`config.mk`:
```
export PLATFORM = sky130hd
export DESIGN_NAME = life_generation_engine_top
export DESIGN_NICKNAME = d
export VERILOG_FILES = /design/src/rtl/lge_pkg.sv /design/src/rtl/lge_ram.sv /design/src/rtl/life_generation_engine_top.sv
export SDC_FILE = /design/constraint.sdc
export NUM_CORES = 1
export LEC_CHECK = 0
export BUFFER_PORTS_ARGS = -buffer_cell sky130_fd_sc_hd__buf_4
export CORE_AREA = 2 2 220 222
export DETAILED_ROUTE_END_ITERATION = 7
export DIE_AREA = 0 0 222 224
export PLACE_DENSITY = 0.64
export SLEW_MARGIN = 20
export SYNTH_ARGS = -nofsm -noshare
export SYNTH_HDL_FRONTEND = slang
export SYNTH_SLANG_ARGS = --single-unit
```
`constraint.sdc`:
```
create_clock -name clk -period 15.1 [get_ports clk]
set_clock_uncertainty 0.2 [all_clocks]
set_input_delay 3.775 -clock clk [delete_from_list [all_inputs] [get_ports clk]]
set_output_delay 3.775 -clock clk [all_outputs]
set_load 0.01 [all_outputs]
```
`src/rtl/lge_pkg.sv`:
```
// lge_pkg: shared constants for the life generation engine
// grid size default, emitted-field limits and operation codes; no dependencies
`default_nettype none

package lge_pkg;

  localparam int GRID_DEFAULT = 16;
  localparam int FIELD_ROWS   = 16;

  localparam logic [1:0] MODE_WRITE = 2'd0;
  localparam logic [1:0] MODE_STEP  = 2'd1;
  localparam logic [1:0] MODE_EMIT  = 2'd2;

endpackage

`default_nettype wire

```
`src/rtl/lge_ram.sv`:
```
// lge_ram: generic simple dual-port ram, one write and one read port
// read data registered; no dependencies
`default_nettype none

module lge_ram #(
  parameter int WIDTH = 16,
  parameter int DEPTH = 16
) (
  input  wire logic                     clk,
  input  wire logic                     we,
  input  wire logic [$clog2(DEPTH)-1:0] waddr,
  input  wire logic [WIDTH-1:0]         wdata,
  input  wire logic [$clog2(DEPTH)-1:0] raddr,
  output logic      [WIDTH-1:0]         rdata
);

  logic [WIDTH-1:0] mem [DEPTH];

  always_ff @(posedge clk) begin
    if (we) begin
      mem[waddr] <= wdata;
    end
    rdata <= mem[raddr];
  end

endmodule

`default_nettype wire

```
`src/rtl/life_generation_engine_top.sv`:
```
// life_generation_engine_top: b3/s23 life on a bounded grid, board held in a ram
// depends on lge_pkg (constants, mode codes) and lge_ram (board storage)
//
//   channel   handshake             fields
//   ------    ---------             ------
//   command   start / busy          mode, row_index, row_cells
//   result    strobe (one cycle)    out_row, out_cells, generation, last_row
//
// a row write goes straight to the ram and leaves busy low
// in a step, one ram read per row feeds a three-row window,
// and one shared row-rule unit computes and writes back one row per cycle
// an emit-only command reads min(GRID,16) rows, one ram read per row
// reset clears the board through per-row valid bits, no clearing pass
// results cannot be stalled; each is flagged by strobe for exactly one cycle
`default_nettype none

module life_generation_engine_top
  import lge_pkg::*;
#(
  parameter int GRID = GRID_DEFAULT
) (
  input  wire logic        clk,
  input  wire logic        rst,
  input  wire logic        start,
  output logic             busy,
  input  wire logic [1:0]  mode,
  input  wire logic [3:0]  row_index,
  input  wire logic [15:0] row_cells,
  output logic             strobe,
  output logic [3:0]       out_row,
  output logic [15:0]      out_cells,
  output logic [15:0]      generation,
  output logic             last_row
);

  localparam int ADDR_W    = $clog2(GRID);
  localparam int CNT_W     = $clog2(GRID + 2);
  localparam int EMIT_ROWS = (GRID < FIELD_ROWS) ? GRID : FIELD_ROWS;

  typedef enum logic [1:0] {ST_IDLE, ST_STEP, ST_EMIT} state_t;

  state_t            state;
  logic [CNT_W-1:0]  rd_cnt;
  logic [CNT_W-1:0]  ld;
  logic              rd_pend;
  logic [ADDR_W-1:0] rd_row;
  logic [GRID-1:0]   above;
  logic [GRID-1:0]   here;
  logic [GRID-1:0]   below;
  logic              win_valid;
  logic [ADDR_W-1:0] ctr;
  logic [GRID-1:0]   valid;
  logic [15:0]       gen_count;

  logic              accept;
  logic              rd_issue;
  logic              shift;
  logic [GRID-1:0]   rd_data_m;
  logic [GRID-1:0]   shift_in;
  logic [GRID-1:0]   new_row;
  logic              ram_we;
  logic [ADDR_W-1:0] ram_waddr;
  logic [GRID-1:0]   ram_wdata;
  logic [ADDR_W-1:0] ram_raddr;
  logic [GRID-1:0]   ram_rdata;

  // row rule unit: all columns of one row in parallel, edges read as dead
  function automatic logic [GRID-1:0] life_row(input logic [GRID-1:0] a,
                                               input logic [GRID-1:0] h,
                                               input logic [GRID-1:0] b);
    logic [GRID-1:0] a_l, a_r, h_l, h_r, b_l, b_r;
    logic [GRID-1:0] res;
    logic [3:0]      n;
    a_l = a << 1;
    a_r = a >> 1;
    h_l = h << 1;
    h_r = h >> 1;
    b_l = b << 1;
    b_r = b >> 1;
    for (int c = 0; c < GRID; c++) begin
      n = 4'(a_l[c]) + 4'(a[c]) + 4'(a_r[c]) + 4'(h_l[c]) + 4'(h_r[c])
        + 4'(b_l[c]) + 4'(b[c]) + 4'(b_r[c]);
      res[c] = (n == 4'd3) || (h[c] && (n == 4'd2));
    end
    return res;
  endfunction

  assign busy   = (state != ST_IDLE);
  assign accept = start && !busy;

  always_comb begin
    rd_issue  = ((state == ST_STEP) && (rd_cnt < CNT_W'(GRID)))
             || ((state == ST_EMIT) && (rd_cnt < CNT_W'(EMIT_ROWS)));
    ram_raddr = rd_cnt[ADDR_W-1:0];
    // rows never written since reset read as dead
    rd_data_m = valid[rd_row] ? ram_rdata : '0;
    shift     = (state == ST_STEP) && (rd_pend || (ld == CNT_W'(GRID)));
    shift_in  = rd_pend ? rd_data_m : '0;
    new_row   = life_row(above, here, below);
    ram_we    = 1'b0;
    ram_waddr = ctr;
    ram_wdata = new_row;
    if (state == ST_IDLE) begin
      if (accept && (mode == MODE_WRITE) && (row_index < GRID)) begin
        ram_we    = 1'b1;
        ram_waddr = ADDR_W'(row_index);
        ram_wdata = GRID'(row_cells);
      end
    end else if ((state == ST_STEP) && win_valid) begin
      // old row ctr is still in the window, so write back in place
      ram_we = 1'b1;
    end
  end

  lge_ram #(
    .WIDTH (GRID),
    .DEPTH (GRID)
  ) u_board (
    .clk   (clk),
    .we    (ram_we),
    .waddr (ram_waddr),
    .wdata (ram_wdata),
    .raddr (ram_raddr),
    .rdata (ram_rdata)
  );

  always_ff @(posedge clk) begin
    if (rst) begin
      state      <= ST_IDLE;
      rd_cnt     <= '0;
      ld         <= '0;
      ctr        <= '0;
      rd_pend    <= 1'b0;
      win_valid  <= 1'b0;
      valid      <= '0;
      gen_count  <= '0;
      strobe     <= 1'b0;
    end else begin
      strobe  <= 1'b0;
      rd_pend <= rd_issue;
      if (rd_issue) begin
        rd_cnt <= rd_cnt + CNT_W'(1);
        rd_row <= ram_raddr;
      end
      if (ram_we) begin
        valid[ram_waddr] <= 1'b1;
      end
      case (state)
        ST_IDLE: begin
          if (accept) begin
            case (mode)
              MODE_STEP: begin
                state     <= ST_STEP;
                gen_count <= gen_count + 16'd1;
                rd_cnt    <= '0;
                ld        <= '0;
                ctr       <= '0;
                above     <= '0;
                here      <= '0;
                below     <= '0;
                win_valid <= 1'b0;
              end
              MODE_EMIT: begin
                state  <= ST_EMIT;
                rd_cnt <= '0;
              end
              default: ;
            endcase
          end
        end
        ST_STEP: begin
          // window shifts one row per read, then once more with the dead edge
          if (shift) begin
            above <= here;
            here  <= below;
            below <= shift_in;
            ld    <= ld + CNT_W'(1);
          end
          win_valid <= shift && (ld >= CNT_W'(1));
          if (win_valid) begin
            ctr <= ctr + ADDR_W'(1);
            if (ctr < EMIT_ROWS) begin
              strobe     <= 1'b1;
              out_row    <= 4'(ctr);
              out_cells  <= 16'(new_row);
              generation <= gen_count;
              last_row   <= (ctr == ADDR_W'(EMIT_ROWS - 1));
            end
            if (ctr == ADDR_W'(GRID - 1)) begin
              state <= ST_IDLE;
            end
          end
        end
        ST_EMIT: begin
          if (rd_pend) begin
            strobe     <= 1'b1;
            out_row    <= 4'(rd_row);
            out_cells  <= 16'(rd_data_m);
            generation <= gen_count;
            last_row   <= (rd_row == ADDR_W'(EMIT_ROWS - 1));
            if (rd_row == ADDR_W'(EMIT_ROWS - 1)) begin
              state <= ST_IDLE;
            end
          end
        end
        default: state <= ST_IDLE;
      endcase
    end
  end

`ifndef SYNTHESIS
  a_strobe_from_busy: assert property (@(posedge clk) disable iff (rst)
    strobe |-> $past(state != ST_IDLE))
    else $error("result word without an operation in progress");

  a_last_row_index: assert property (@(posedge clk) disable iff (rst)
    (strobe && last_row) |-> (out_row == 4'(EMIT_ROWS - 1)))
    else $error("last row flag on the wrong row");

  a_window_aligned: assert property (@(posedge clk) disable iff (rst)
    win_valid |-> (int'(ld) == int'(ctr) + 2))
    else $error("row window out of step with the write-back row");

  a_gen_increment: assert property (@(posedge clk) disable iff (rst)
    (accept && (mode == MODE_STEP)) |=> (gen_count == $past(gen_count) + 16'd1))
    else $error("generation count not advanced by a step");
`endif

endmodule

`default_nettype wire

```
== Yosys cells after proc, flatten, opt, wreduce, memory -nomap -nowiden ==
Memory sizes are Yosys's and may differ from the RTL's. A register that Yosys moved wholly into a read port is not among the register bits.
Index checks and enable logic that the tools add are counted.

* $add $sub $neg: 109
* Magnitude comparators: 5
* Equality and inequality tests: 47
* Muxes and demuxes: 60
* Bitwise operators: 2
* Reduce and logical (&&, ||, !) cells: 57

{| class="wikitable"
|+ Operators by type and width
! cell !! count
|-
| 4-bit by 1-bit adder with 4-bit output || 60
|-
| 16-bit 2-to-1 mux || 13
|-
| 16-bit case mux with 2 select lines || 5
|-
| 4-bit by 2-bit == test with 1-bit output (second input constant) || 32
|-
| 3-bit by 1-bit adder with 4-bit output || 15
|-
| 2-bit by 1-bit adder with 3-bit output || 15
|-
| 5-bit 2-to-1 mux || 7
|-
| 1-bit by 1-bit adder with 2-bit output || 15
|-
| 4-bit 2-to-1 mux || 7
|-
| 1-bit logical AND || 24
|-
| 1-bit logical OR || 18
|-
| 16-bit by 1-bit adder with 16-bit output (second input constant) || 1
|-
| 16-bit OR || 1
|-
| 4-bit case mux with 2 select lines || 2
|-
| 1-bit 2-to-1 mux || 13
|-
| 4-bit AND reduction || 3
|-
| 5-bit by 1-bit adder with 5-bit output (second input constant) || 2
|-
| 4-bit by 5-bit < comparator with 1-bit output (second input constant) || 2
|-
| 2-bit 2-to-1 mux || 5
|-
| 5-bit case mux with 2 select lines || 1
|-
| 4-bit == test (second input constant) || 2
|-
| 2-bit != test (second input constant) || 4
|-
| 2-bit by 1-bit != test with 1-bit output (second input constant) || 3
|-
| 1-bit case mux with 2 select lines || 3
|-
| 21 further kinds || 27
|}

* Bits in registers: 140
* Memory bits (writable): 256
* Input port bits: 25
* Memories kept: 1

{| class="wikitable"
|+ Memory list
! memory !! depth !! bits a word !! read ports !! clocked after memory_dff !! write ports !! line !! RTL
|-
| u_board.mem || 16 || 16 || 1 || 1 || 1 || lge_ram.sv:17 || <nowiki>logic [WIDTH-1:0] mem [DEPTH];</nowiki>
|}

== Logic depth before layout (Yosys ltp) ==
Gate-level depths: netlist of run 1.

* Word-level depth: 12
* Gate-level depth with buffers: 10

== Modules after synthesis ==
From an unflattened synthesis of run 1, not the netlist that was laid out.

* Cell total of the unflattened synthesis: 1241
* Area, all modules: 18595.3 um^2

{| class="wikitable"
|+ Modules (own cells, without submodules)
! module !! times used !! cells each !! area each (um^2) !! sequential area each (um^2)
|-
| lge_ram || 1 || 432 || 10042.1 || 8007.7
|-
| life_generation_engine_top || 1 || 809 || 8553.2 || 3693.5
|}

== Worst setup path before layout of run 1 ==
OpenSTA, ideal clock, no wires.

* Kind: in2reg
* Start: in rst
* End: reg generation[0] (enable)
* Data arrival time: 6.779 ns
* Required time: 14.412 ns
* Setup slack: 7.633 ns
* Cell stages on the path: 3
* Buffers on the path: 0
* Cell sequence: inv_1 nand2_1 a211oi_1

* Word-level cells in the longest chain between the ends: 2

{| class="wikitable"
|+ Ends and longest elaborated chain
! element !! line !! RTL
|-
| start, declared || life_generation_engine_top.sv:23 || <nowiki>input wire logic rst,</nowiki>
|-
| 1-bit inverter (no line) || n/a ||
|-
| 4-bit AND reduction (no line) || n/a ||
|-
| end signal, assigned || life_generation_engine_top.sv:186 || <nowiki>generation <= gen_count;</nowiki>
|-
| end signal, assigned || life_generation_engine_top.sv:199 || <nowiki>generation <= gen_count;</nowiki>
|-
| end, declared || life_generation_engine_top.sv:32 || <nowiki>output logic [15:0] generation,</nowiki>
|}

Every way passes these cells.
A chain may end at the register's enable or synchronous reset.

== Worst setup path in the final report of run 1 ==
* Start: in mode[0]
* End: mem u_board.mem[11][12] (enable)

* Word-level cells in the longest chain between the ends: 6
* Elaborated cells between the ends (all ways): 8

{| class="wikitable"
|+ Ends and longest elaborated chain
! element !! line !! RTL
|-
| start, declared || life_generation_engine_top.sv:26 || <nowiki>input wire logic [1:0] mode,</nowiki>
|-
| 2-bit logical NOT (*) || life_generation_engine_top.sv:104 || <nowiki>if (accept && (mode == MODE_WRITE) && (row_index < GRID)) begin</nowiki>
|-
| 1-bit logical AND (*) || life_generation_engine_top.sv:104 ||
|-
| 1-bit 2-to-1 mux || life_generation_engine_top.sv:104 ||
|-
| 1-bit 2-to-1 mux || life_generation_engine_top.sv:103 || <nowiki>if (state == ST_IDLE) begin</nowiki>
|-
| 1-bit 2-to-1 mux || lge_ram.sv:20 || <nowiki>if (we) begin</nowiki>
|-
| 1-bit 2-to-1 mux (implied by the code) || lge_ram.sv:21 || <nowiki>mem[waddr] <= wdata;</nowiki>
|-
| end, declared || lge_ram.sv:17 ||
|}

Mark *: on every way between the ends. The rest lies on a longest branch, timed or not.

==> flow_summary.json, run 1 <==
{
  "outcome": "finished clean",
  "synth_top_area_share_pct": 55.4,
  "p_per_area_mw_per_mm2": 143,
  "finalMaxSlewViolations": 0,
  "holdCritStartpoint": "valid[8]$_SDFFE_PP0P_",
  "gp_congestion": 0.823,
  "cts_tree": "built",
  "cts_num_sinks": 412,
  "syn2layout_area_growth_pct": 14.9,
  "cp-end-kind": "register",
  "async_flop_share_pct": 0,
  "path_clk_slew_ns": 0.06,
  "n_antenna_cell": 0,
  "die_w_um": 222,
  "synthTopCellsByArea": "edfxtp_1 55%, mux4_2 9.6%, dfxtp_1 7.2%",
  "rsz0062_at_grt": "false",
  "vdd_drop_max_mv": 0.0920,
  "critical-path-top-delay-family": "buffers and inverters",
  "routedWlPerCell_um": 19.5,
  "port_buffers": 63,
  "pwr-share-clk_pct": 32.6,
  "nets": 1481,
  "min_path_type": "register to register",
  "cts_buffers": 42,
  "path_class": "input port to register",
  "cts-root-buf": "clkbuf_16",
  "synth.most_common_cell": "edfxtp_1",
  "track_usage_pct": 15.9,
  "ff_latch_area_mm2": 0.0117,
  "comb_power_share_pct": 20.9,
  "hold_violations": 0,
  "clk_path_buf_depth": 3,
  "pin_count": 64,
  "firstDrtPassIters": 5,
  "final.min_clock_period_ns": 5.88,
  "yosysTopAreaCell": "edfxtp_1",
  "syn-instance-count": 1239,
  "min_path_cells": 1,
  "hold_end": "valid[8]$_SDFFE_PP0P_",
  "power_frac_seq_pct": 46.5,
  "grt_overflow": 0,
  "dieArea_mm2": 0.0497,
  "power_uw": 3070,
  "stdcell_count": 1989,
  "grt_pass1_wl_um": 61500,
  "path_common_cell": "buf_4",
  "dp_slack_ns": 8.64,
  "r2r-end": "u_board.mem[14][4]$_DFFE_PP_",
  "slew_headroom_pct": 32.9,
  "drc_errors": 0,
  "synth_commonest_cells": "345 x edfxtp_1, 138 x inv_1, 94 x nor2_1",
  "r2r_setup_slack_ns": 11.10,
  "maxCapViolCount": 0,
  "drtAntennaViolNets": 0,
  "worstPathCellList": "buf_4 > inv_1 > ha_1 > and3_1 > buf_4 > mux2i_1 > nand2_1 > nor2_1 > buf_4",
  "tns_ns": 0,
  "synth_cell_types": 53,
  "htreeDepth": 2,
  "avgSynthCellArea_um2": 15.1,
  "worst_pin_slew_ns": 1.01,
  "rr_worst_depth": 11,
  "synthesis.nets": 1380,
  "core.rowCount": 80,
  "cp_num_buf_inv": 4,
  "synth_flop_cell": "edfxtp_1",
  "die_h_um": 224,
  "vias": 10590,
  "cp.required_ns": 15.12,
  "grt_antenna_before_repair": 0,
  "period_share_pct": 38.9,
  "yosysWarnings": 0,
  "yosysSeqAreaShare_pct": 62.6,
  "insertion_delay_ns": 0.57,
  "crit_path_start_kind": "input port",
  "hold_buffers": 0,
  "drt-total-wl_um": 38800,
  "worst_slack_ns": 9.22,
  "p_sw_share_pct": 28.0,
  "first_global_vias": 10748,
  "fmax_ghz": 0.170,
  "syn-cell-area_mm2": 0.0187,
  "nFillCells": 4100,
  "switchingPower_uw": 859,
  "start_util_pct": 39.5,
  "synth_enable_flop_cells": 345,
  "drt_iter0_markers": 991,
  "slowest_delay_ns": 0.49,
  "ys_seq_elements": 412,
  "avgViaCountPerCell": 5.32,
  "cts_resized": 0,
  "drive_gt1_share_pct": 19.9,
  "critPathMaxFanout": 36,
  "r2r_start": "here[3]$_SDFFCE_PN0P_",
  "p_int_uw": 2210,
  "setup_viol": 0,
  "cts_setup_buffers": 0,
  "core-area_mm2": 0.0473,
  "holdWs_ns": 0.268,
  "multi_input_area_mm2": 0.00634,
  "grt_max_degree": 69,
  "cp.arrival_ns": 5.90,
  "leakage_uw": 0.00765,
  "hpwl_um": 27000,
  "place_inst": 1911,
  "slowest_stage": "mux2i_1"
}
[sequential cells by signal, indices dropped and copies added, names as in the netlist]
| signal | flops |
|---|---|
| here | 16 |
| ld | 5 |
| ctr | 4 |
| strobe | 1 |
| state | 2 |
| last_row | 1 |
| valid | 16 |
| gen_count | 16 |
| u_board.rdata | 16 |
| win_valid | 1 |
| rd_row | 4 |
| out_row | 4 |
| generation | 16 |
| u_board.mem | 256 |
| rd_pend | 1 |
| below | 16 |
| rd_cnt | 5 |
| above | 16 |
| out_cells | 16 |
[kinds of logic (layout without fill, tap and decap cells)]
group	Yosys count	count (layout)	share of synthesized area [%]
buffers and inverters	190	325	3.97
xor gates and xnor gates	12	12	0.562
and+or+nand+nor	241	241	6.03
muxes	104	104	11.0
DFF	412	412	62.6
adders and majority gates	116	116	10.2
AOI/OAI and AO/OA	164	164	5.75
[stage by stage]
step           area (um2)  utilization [%]
2_1_floorplan       18700                -
4_1_cts             21500             45.4
3_3_place_gp        20100             42.5
6_report            21500             45.4
5_1_grt             21500             45.4
3_5_place_dp        20100             42.5
[placed cells by master (no fill, tap or decap), types with 6 or more instances in the layout]
cell | synthesis | final
o21ai_0 | 24 | 24
a31oi_1 | 13 | 13
edfxtp_1 | 345 | 345
mux2_2 | 7 | 7
fa_1 | 60 | 60
dfxtp_1 | 67 | 65
o221ai_1 | 29 | 29
xnor2_1 | 7 | 7
or3_1 | 8 | 8
nand2b_1 | 12 | 12
clkbuf_1 | 30 | 13
or4_1 | 6 | 6
nand2_1 | 63 | 63
mux4_2 | 80 | 80
o211ai_1 | 15 | 15
nand3_1 | 13 | 13
a21oi_1 | 48 | 48
clkbuf_16 | 0 | 42
buf_4 | 4 | 108
and3_1 | 15 | 15
inv_1 | 138 | 138
ha_1 | 56 | 56
nor2_1 | 94 | 92
mux2i_1 | 17 | 17
o31ai_1 | 6 | 6
[worst reg2reg max path, stage by stage (launching register included)]
cell,delay (ns)
edfxtp_1,0.39
inv_1,0.16
fa_1,0.45
fa_1,0.48
fa_1,0.50
inv_1,0.04
ha_1,0.20
fa_1,0.37
and3_1,0.17
o221ai_1,0.37
o21ai_0,0.18
buf_4,0.22
[power by group through the flow]
| stage | Clock, uW | Sequential, uW | Combinational [uW] |
|---|---|---|---|
| after global routing | 1070 | 1440 | 718 |
| after CTS | 1030 | 1430 | 651 |
| after floorplan | 0 | 1440 | 419 |
| after global placement | 0 | 1450 | 626 |
| after detailed placement | 0 | 1450 | 647 |
| final | 1000 | 1430 | 640 |
[area by class of cell]
class                      instances  area share, %
inverter                         139           2.43
clock inverter                    22           1.08
timing repair buffer             108           3.77
sequential                       412           54.5
clock buffer                      56           5.18
multi-input combinational        637           29.5
tap                              615           3.58
[worst max-delay path by stage]
| stage | start | to | slack [ns] | depth (start not counted) |
|---|---|---|---|---|
| finish | mode[0] | u_board.mem[11][12]$_DFFE_PP_ | 9.22 | 9 |
| global route | mode[0] | u_board.mem[11][11]$_DFFE_PP_ | 8.98 | 9 |
| CTS | mode[0] | u_board.mem[11][12]$_DFFE_PP_ | 9.25 | 9 |
| detailed placement | mode[0] | u_board.mem[11][15]$_DFFE_PP_ | 8.64 | 9 |
| global placement | mode[0] | u_board.mem[11][15]$_DFFE_PP_ | 8.75 | 9 |
| floorplan | rst | generation[0]$_DFFE_PP_ | 7.63 | 3 |
[metal layers]
metal,global-route usage [%],share of wire (%)
met1,22.7,45
met2,25.5,47
met3,2.35,5.4
met4,4.16,2.1
met5,0,0
No activity file was read; power rests on OpenSTA's default activity.
==> run 2: changes to the inputs <==
==> constraint.sdc (replaced) <==
create_clock -name clk -period 6.1 [get_ports clk]
set_clock_uncertainty 0.2 [all_clocks]
set_input_delay 1.525 -clock clk [delete_from_list [all_inputs] [get_ports clk]]
set_output_delay 1.525 -clock clk [all_outputs]
set_load 0.01 [all_outputs]
==> run 2 against run 1 <==
Effect of this change: non-clock buffer count shrank 1; sequential share of layout area down 0.085 points; combinational power increased by 140%; critical path type is now register to register.
==> flow_summary.json, run 2 (same netlist as run 1, synthesis figures left out) <==
{
  "htreeDepth": 2,
  "cp.required_ns": 6.18,
  "path_common_cell": "fa_1",
  "port_buffers": 63,
  "fin_area_mm2": 0.0215,
  "slowest_stage": "fa_1",
  "tns_ns": 0,
  "cts_resized": 0,
  "grt_max_degree": 69,
  "cts_buffers": 42,
  "crit_path_end": "u_board.mem[8][9]$_DFFE_PP_",
  "min_path_cells": 2,
  "period_share_pct": 66.1,
  "first_global_vias": 10562,
  "cp-end-kind": "register",
  "stdcell_count": 1988,
  "insertion_delay_ns": 0.57,
  "pin_count": 64,
  "multi_input_area_mm2": 0.00635,
  "r2r_start": "here[8]$_SDFFCE_PN0P_",
  "regMostFlops": "u_board.mem",
  "hpwl_um": 26500,
  "rr_worst_depth": 11,
  "die_w_um": 222,
  "nFillCells": 4113,
  "critical-path-top-delay-family": "adder cells",
  "r2r-end": "u_board.mem[8][9]$_DFFE_PP_",
  "avgViaCountPerCell": 5.26,
  "n_antenna_cell": 0,
  "nets": 1480,
  "crit_start": "here[8]$_SDFFCE_PN0P_",
  "outcome": "finished clean",
  "drt-total-wl_um": 38700,
  "maxCapViolCount": 0,
  "clk_path_buf_depth": 3,
  "cts-root-buf": "clkbuf_16",
  "largest_reg_flops": 256,
  "ff_latch_area_mm2": 0.0117,
  "vias": 10447,
  "cp.arrival_ns": 4.11,
  "grt_antenna_before_repair": 0,
  "grt_overflow": 0,
  "cts_num_sinks": 412,
  "comb_power_share_pct": 20.3,
  "slew_headroom_pct": 26.4,
  "p_int_uw": 5530,
  "min_path_type": "register to register",
  "core-area_mm2": 0.0473,
  "pwr-share-clk_pct": 33.2,
  "layout_common_cells": "345 x edfxtp_1, 138 x inv_1, 107 x buf_4",
  "hold_violations": 0,
  "die_h_um": 224,
  "r2r_setup_slack_ns": 2.07,
  "final_common_cell": "edfxtp_1",
  "start_util_pct": 39.5,
  "drt_iter0_markers": 874,
  "gp_congestion": 0.808,
  "cp_num_buf_inv": 3,
  "drive_gt1_share_pct": 20.1,
  "fin_util_pct": 45.5,
  "track_usage_pct": 15.7,
  "final.min_clock_period_ns": 4.03,
  "worst_slack_ns": 2.07,
  "p_sw_share_pct": 27.8,
  "place_inst": 1910,
  "path_clk_slew_ns": 0.06,
  "cts_tree": "built",
  "fmax_ghz": 0.248,
  "crit_path_start_kind": "register",
  "setup_viol": 0,
  "slowest_delay_ns": 0.50,
  "post_dp_cell_area_mm2": 0.0201,
  "rsz0062_at_grt": "false",
  "core.rowCount": 80,
  "cts_setup_buffers": 0,
  "path_class": "register to register",
  "vdd_drop_max_mv": 0.205,
  "dp_slack_ns": 1.82,
  "hold_buffers": 0,
  "power_frac_seq_pct": 46.5,
  "switchingPower_uw": 2130,
  "critPathMaxFanout": 16,
  "p_per_area_mw_per_mm2": 356,
  "drc_errors": 0,
  "drtAntennaViolNets": 0,
  "worst_pin_slew_ns": 1.10,
  "leakage_uw": 0.00766,
  "firstDrtPassIters": 5,
  "routedWlPerCell_um": 19.5,
  "dieArea_mm2": 0.0497,
  "finalMaxSlewViolations": 0,
  "worstPathCellList": "inv_1 > fa_1 > fa_1 > fa_1 > inv_1 > ha_1 > fa_1 > and3_1 > o221ai_1 > o21ai_0 > buf_4",
  "syn2layout_area_growth_pct": 15.1,
  "grt_pass1_wl_um": 60600,
  "cp.depth": 11
}
[run 2: power groups by stage]
stage / Sequential, uW / Combinational, uW / Clock, uW
finish: 3560 / 1550 / 2550
global route: 3590 / 1730 / 2720
CTS: 3570 / 1570 / 2600
detailed placement: 3630 / 1560 / 0
global placement: 3620 / 1500 / 0
floorplan: 3570 / 1040 / 0
[run 2: stage by stage]
| stage | total power [uW] | hold slack, ns |
|---|---|---|
| 6_report | 7660 | 0.260 |
| 5_1_grt | 8040 | 0.287 |
| 4_1_cts | 7740 | 0.265 |
| 3_5_place_dp | 5190 | 0.251 |
| 3_3_place_gp | 5130 | 0.246 |
| 2_1_floorplan | 4600 | 0.206 |
[run 2: worst min path at each step]
stage,startpoint,to
global route,gen_count[15]$_SDFFE_PP0P_,generation[15]$_DFFE_PP_
global placement,gen_count[15]$_SDFFE_PP0P_,generation[15]$_DFFE_PP_
floorplan,rd_cnt[3]$_SDFF_PP0_,rd_row[3]$_DFFE_PP_
CTS,gen_count[15]$_SDFFE_PP0P_,generation[15]$_DFFE_PP_
finish,valid[2]$_SDFFE_PP0P_,valid[2]$_SDFFE_PP0P_
detailed placement,gen_count[15]$_SDFFE_PP0P_,generation[15]$_DFFE_PP_
[run 2: per-layer routing]
metal  GRT usage [%]  up-vias  wire (um)
li1                -     4834          -
met1            21.6     5336      17200
met2            26.1      227      19000
met3            2.35       50       1790
met4            4.03        0        707
met5               0        -          0
[run 2: area by class of cell]
class,count,area share (%)
sequential,412,54.4
multi-input combinational,637,29.5
clock buffer,56,5.22
timing repair buffer,107,3.73
tap,615,3.57
inverter,139,2.42
clock inverter,22,1.21
[run 2: worst min-delay path, cell delays in order (launching register included)]
cell	delay, ns
dfxtp_1	0.32
a31oi_1	0.04
nor2_1	0.06
==> run 3: changes to the inputs <==
--- a/config.mk
+++ b/config.mk
@@ -5,10 +5,11 @@
 export SDC_FILE = /design/constraint.sdc
 export NUM_CORES = 1
 export LEC_CHECK = 0
+export ABC_AREA = 1
 export BUFFER_PORTS_ARGS = -buffer_cell sky130_fd_sc_hd__buf_4
-export CORE_AREA = 2 2 220 222
+export CORE_AREA = 2 2 222 224
 export DETAILED_ROUTE_END_ITERATION = 7
-export DIE_AREA = 0 0 222 224
+export DIE_AREA = 0 0 224 226
 export PLACE_DENSITY = 0.64
 export SLEW_MARGIN = 20
 export SYNTH_ARGS = -nofsm -noshare
==> constraint.sdc (replaced) <==
create_clock -name clk -period 4.1 [get_ports clk]
set_clock_uncertainty 0.2 [all_clocks]
set_input_delay 1.025 -clock clk [delete_from_list [all_inputs] [get_ports clk]]
set_output_delay 1.025 -clock clk [all_outputs]
set_load 0.01 [all_outputs]
==> run 3 against run 2 <==
Effect of this change: global-route usage is 1.6 points higher; cell count is 25% higher; power is 75% higher; sequential share of layout area is 0.62 points lower; worst hold slack worse by 0.0014 ns; synthesized cell count is 41% higher; synthesized area is 2.2% higher; cell area is 1.2% higher; utilization is 0.41 points lower; wire length is 12% higher.
==> flow_summary.json, run 3 <==
{
  "vdd_drop_max_mv": 0.415,
  "grt_antenna_before_repair": 1,
  "worstPathCellList": "inv_1 > fa_1 > fa_1 > fa_1 > inv_1 > ha_1 > fa_1 > o21ai_0 > nand3_1 > o21ai_1 > buf_4",
  "worst_slack_ns": 0.291,
  "finalMaxSlewViolations": 0,
  "syn-instance-count": 1742,
  "async_flop_share_pct": 0,
  "leakage_uw": 0.00856,
  "syn-cell-area_mm2": 0.0191,
  "place_inst": 2403,
  "port_buffers": 63,
  "nets": 1965,
  "cp-end-kind": "register",
  "fmax_ghz": 0.263,
  "crit_path_start_kind": "register",
  "ys_seq_elements": 412,
  "die_h_um": 226,
  "outcome": "finished clean",
  "n_antenna_cell": 0,
  "busiest_layer": "met2",
  "insertion_delay_ns": 0.55,
  "cts-root-buf": "clkbuf_16",
  "maxCapViolCount": 0,
  "core.rowCount": 81,
  "vias": 12640,
  "dp_slack_ns": 0.222,
  "met2_usage_pct": 29.8,
  "fin_area_mm2": 0.0218,
  "drc_errors": 0,
  "hpwl_um": 27000,
  "cts_tree": "built",
  "path_clk_slew_ns": 0.06,
  "dieArea_mm2": 0.0506,
  "holdWs_ns": 0.259,
  "synth_enable_flop_cells": 345,
  "slew_headroom_pct": 37.1,
  "first_global_vias": 12406,
  "synth_commonest_cells": "345 x edfxtp_1, 247 x nand2_1, 237 x nor2_1",
  "regMostFlops": "u_board.mem",
  "cts_buffers": 41,
  "hold_violations": 0,
  "firstDrtPassIters": 5,
  "drive_gt1_share_pct": 11.5,
  "slowest_delay_ns": 0.49,
  "critPathMaxFanout": 16,
  "min_path_type": "register to register",
  "track_usage_pct": 17.3,
  "cp_num_buf_inv": 3,
  "path_common_cell": "fa_1",
  "cts_num_sinks": 412,
  "yosysSeqAreaShare_pct": 61.2,
  "htreeDepth": 2,
  "die_w_um": 224,
  "synth_top_area_share_pct": 54.2,
  "grt_max_degree": 83,
  "final_common_cell": "edfxtp_1",
  "cp.required_ns": 4.28,
  "synthTopCellsByArea": "edfxtp_1 54%, dfxtp_1 7.0%, fa_1 6.3%",
  "yosysTopAreaCell": "edfxtp_1",
  "stdcell_count": 2477,
  "drt-total-wl_um": 43200,
  "slowest_stage": "fa_1",
  "routedWlPerCell_um": 17.5,
  "gp_congestion": 0.805,
  "critical-path-top-delay-family": "adder cells",
  "p_per_area_mw_per_mm2": 614,
  "post_dp_cell_area_mm2": 0.0205,
  "met3_usage_pct": 2.76,
  "rsz0062_at_grt": "false",
  "drtAntennaViolNets": 0,
  "setup_viol": 0,
  "layout_common_cells": "345 x edfxtp_1, 246 x nand2_1, 235 x nor2_1",
  "avgViaCountPerCell": 5.10,
  "period_share_pct": 92.9,
  "syn2layout_area_growth_pct": 13.9,
  "grt_overflow": 0,
  "tns_ns": 0,
  "final.min_clock_period_ns": 3.81,
  "synth.most_common_cell": "edfxtp_1",
  "avgSynthCellArea_um2": 11.0,
  "yosysWarnings": 0,
  "synth_cell_types": 41,
  "core-area_mm2": 0.0483,
  "cp.arrival_ns": 3.99,
  "synth_flop_cell": "edfxtp_1",
  "grt_pass1_wl_um": 68200,
  "met1_usage_pct": 22.8,
  "start_util_pct": 39.6,
  "pin_count": 64,
  "synthesis.nets": 1883,
  "clk_path_buf_depth": 3,
  "worst_pin_slew_ns": 0.944,
  "path_class": "register to register",
  "hold_buffers": 0,
  "drt_iter0_markers": 1001,
  "largest_reg_flops": 256
}
run 3: cell count changes in the layout (fill, tap and decap cells not counted), moves of 13 or more:
cell and delta:
o221ai_1 -29, mux4_2 -80, nand3_1 +74, and3_1 -15, inv_1 +82, o21ai_0 +128
o211ai_1 +16, o32ai_1 +14, nor2_1 +142, or2_2 +13, nand2_1 +183
run 3: cell families after synthesis:
kind of cell	after synthesis	share of synthesized area, %
fa+ha+maj	116	9.95
simple gates	630	13.9
mux	14	0.733
buf+inv	297	6.02
xor+xnor	4	0.183
compound gates	269	8.00
flops	412	61.2
run 3: layer usage:
| metal | vias up | wire (um) | share of wire, % |
|---|---|---|---|
| met5 | - | 13 | 0.030 |
| met4 | 2 | 900 | 2.1 |
| met3 | 66 | 2420 | 5.6 |
| met2 | 335 | 21300 | 49 |
| met1 | 6184 | 18600 | 43 |
| li1 | 6053 | - | - |
run 3: tightest hold or removal path, delay by kind of cell, from the launching register on:
family	cells	cell delay (ns)
buffers and inverters	1	0.06
AO/OA/AOI/OAI	1	0.06
flip-flops	1	0.30
run 3: report_power, final:
part / switching (uW) / internal, uW
sequential: 260 / 5420
clock: 1550 / 2110
combinational: 2660 / 1370
run 3: final timing paths:
| path | startpoint | endpoint | slack [ns] | depth (start not counted) |
|---|---|---|---|---|
| setup / recovery | above[4]$_SDFFCE_PN0P_ | u_board.mem[0][4]$_DFFE_PP_ | 0.29 | 11 |
| hold / removal | valid[13]$_SDFFE_PP0P_ | valid[13]$_SDFFE_PP0P_ | 0.26 | 2 |
| setup reg to reg | above[4]$_SDFFCE_PN0P_ | u_board.mem[0][4]$_DFFE_PP_ | 0.29 | 11 |
| hold reg to reg | valid[13]$_SDFFE_PP0P_ | valid[13]$_SDFFE_PP0P_ | 0.26 | 2 |
run 3: stage by stage:
stage	util [%]	total power [uW]
2_1_floorplan	-	8410
3_3_place_gp	42.3	9640
3_5_place_dp	42.3	9770
4_1_cts	45.1	13500
5_1_grt	45.1	14200
6_report	45.1	13400
run 3: area by class of cell:
type	instances	area, um2
fillers	4338	26600
repair buffers	107	828
flip-flops and latches	412	11700
inverters	229	865
clock inverters	27	255
multi-input cells	1033	6290
well taps	622	778
clock buffers	47	1060
run 3: repair_timing:
item | 4_1_cts | 5_1_grt
buffers inserted | 0 | 0
gates resized for setup | 0 | 2
endpoints found under the hold margin | 0 | 0
endpoints found under the setup margin | 0 | 32
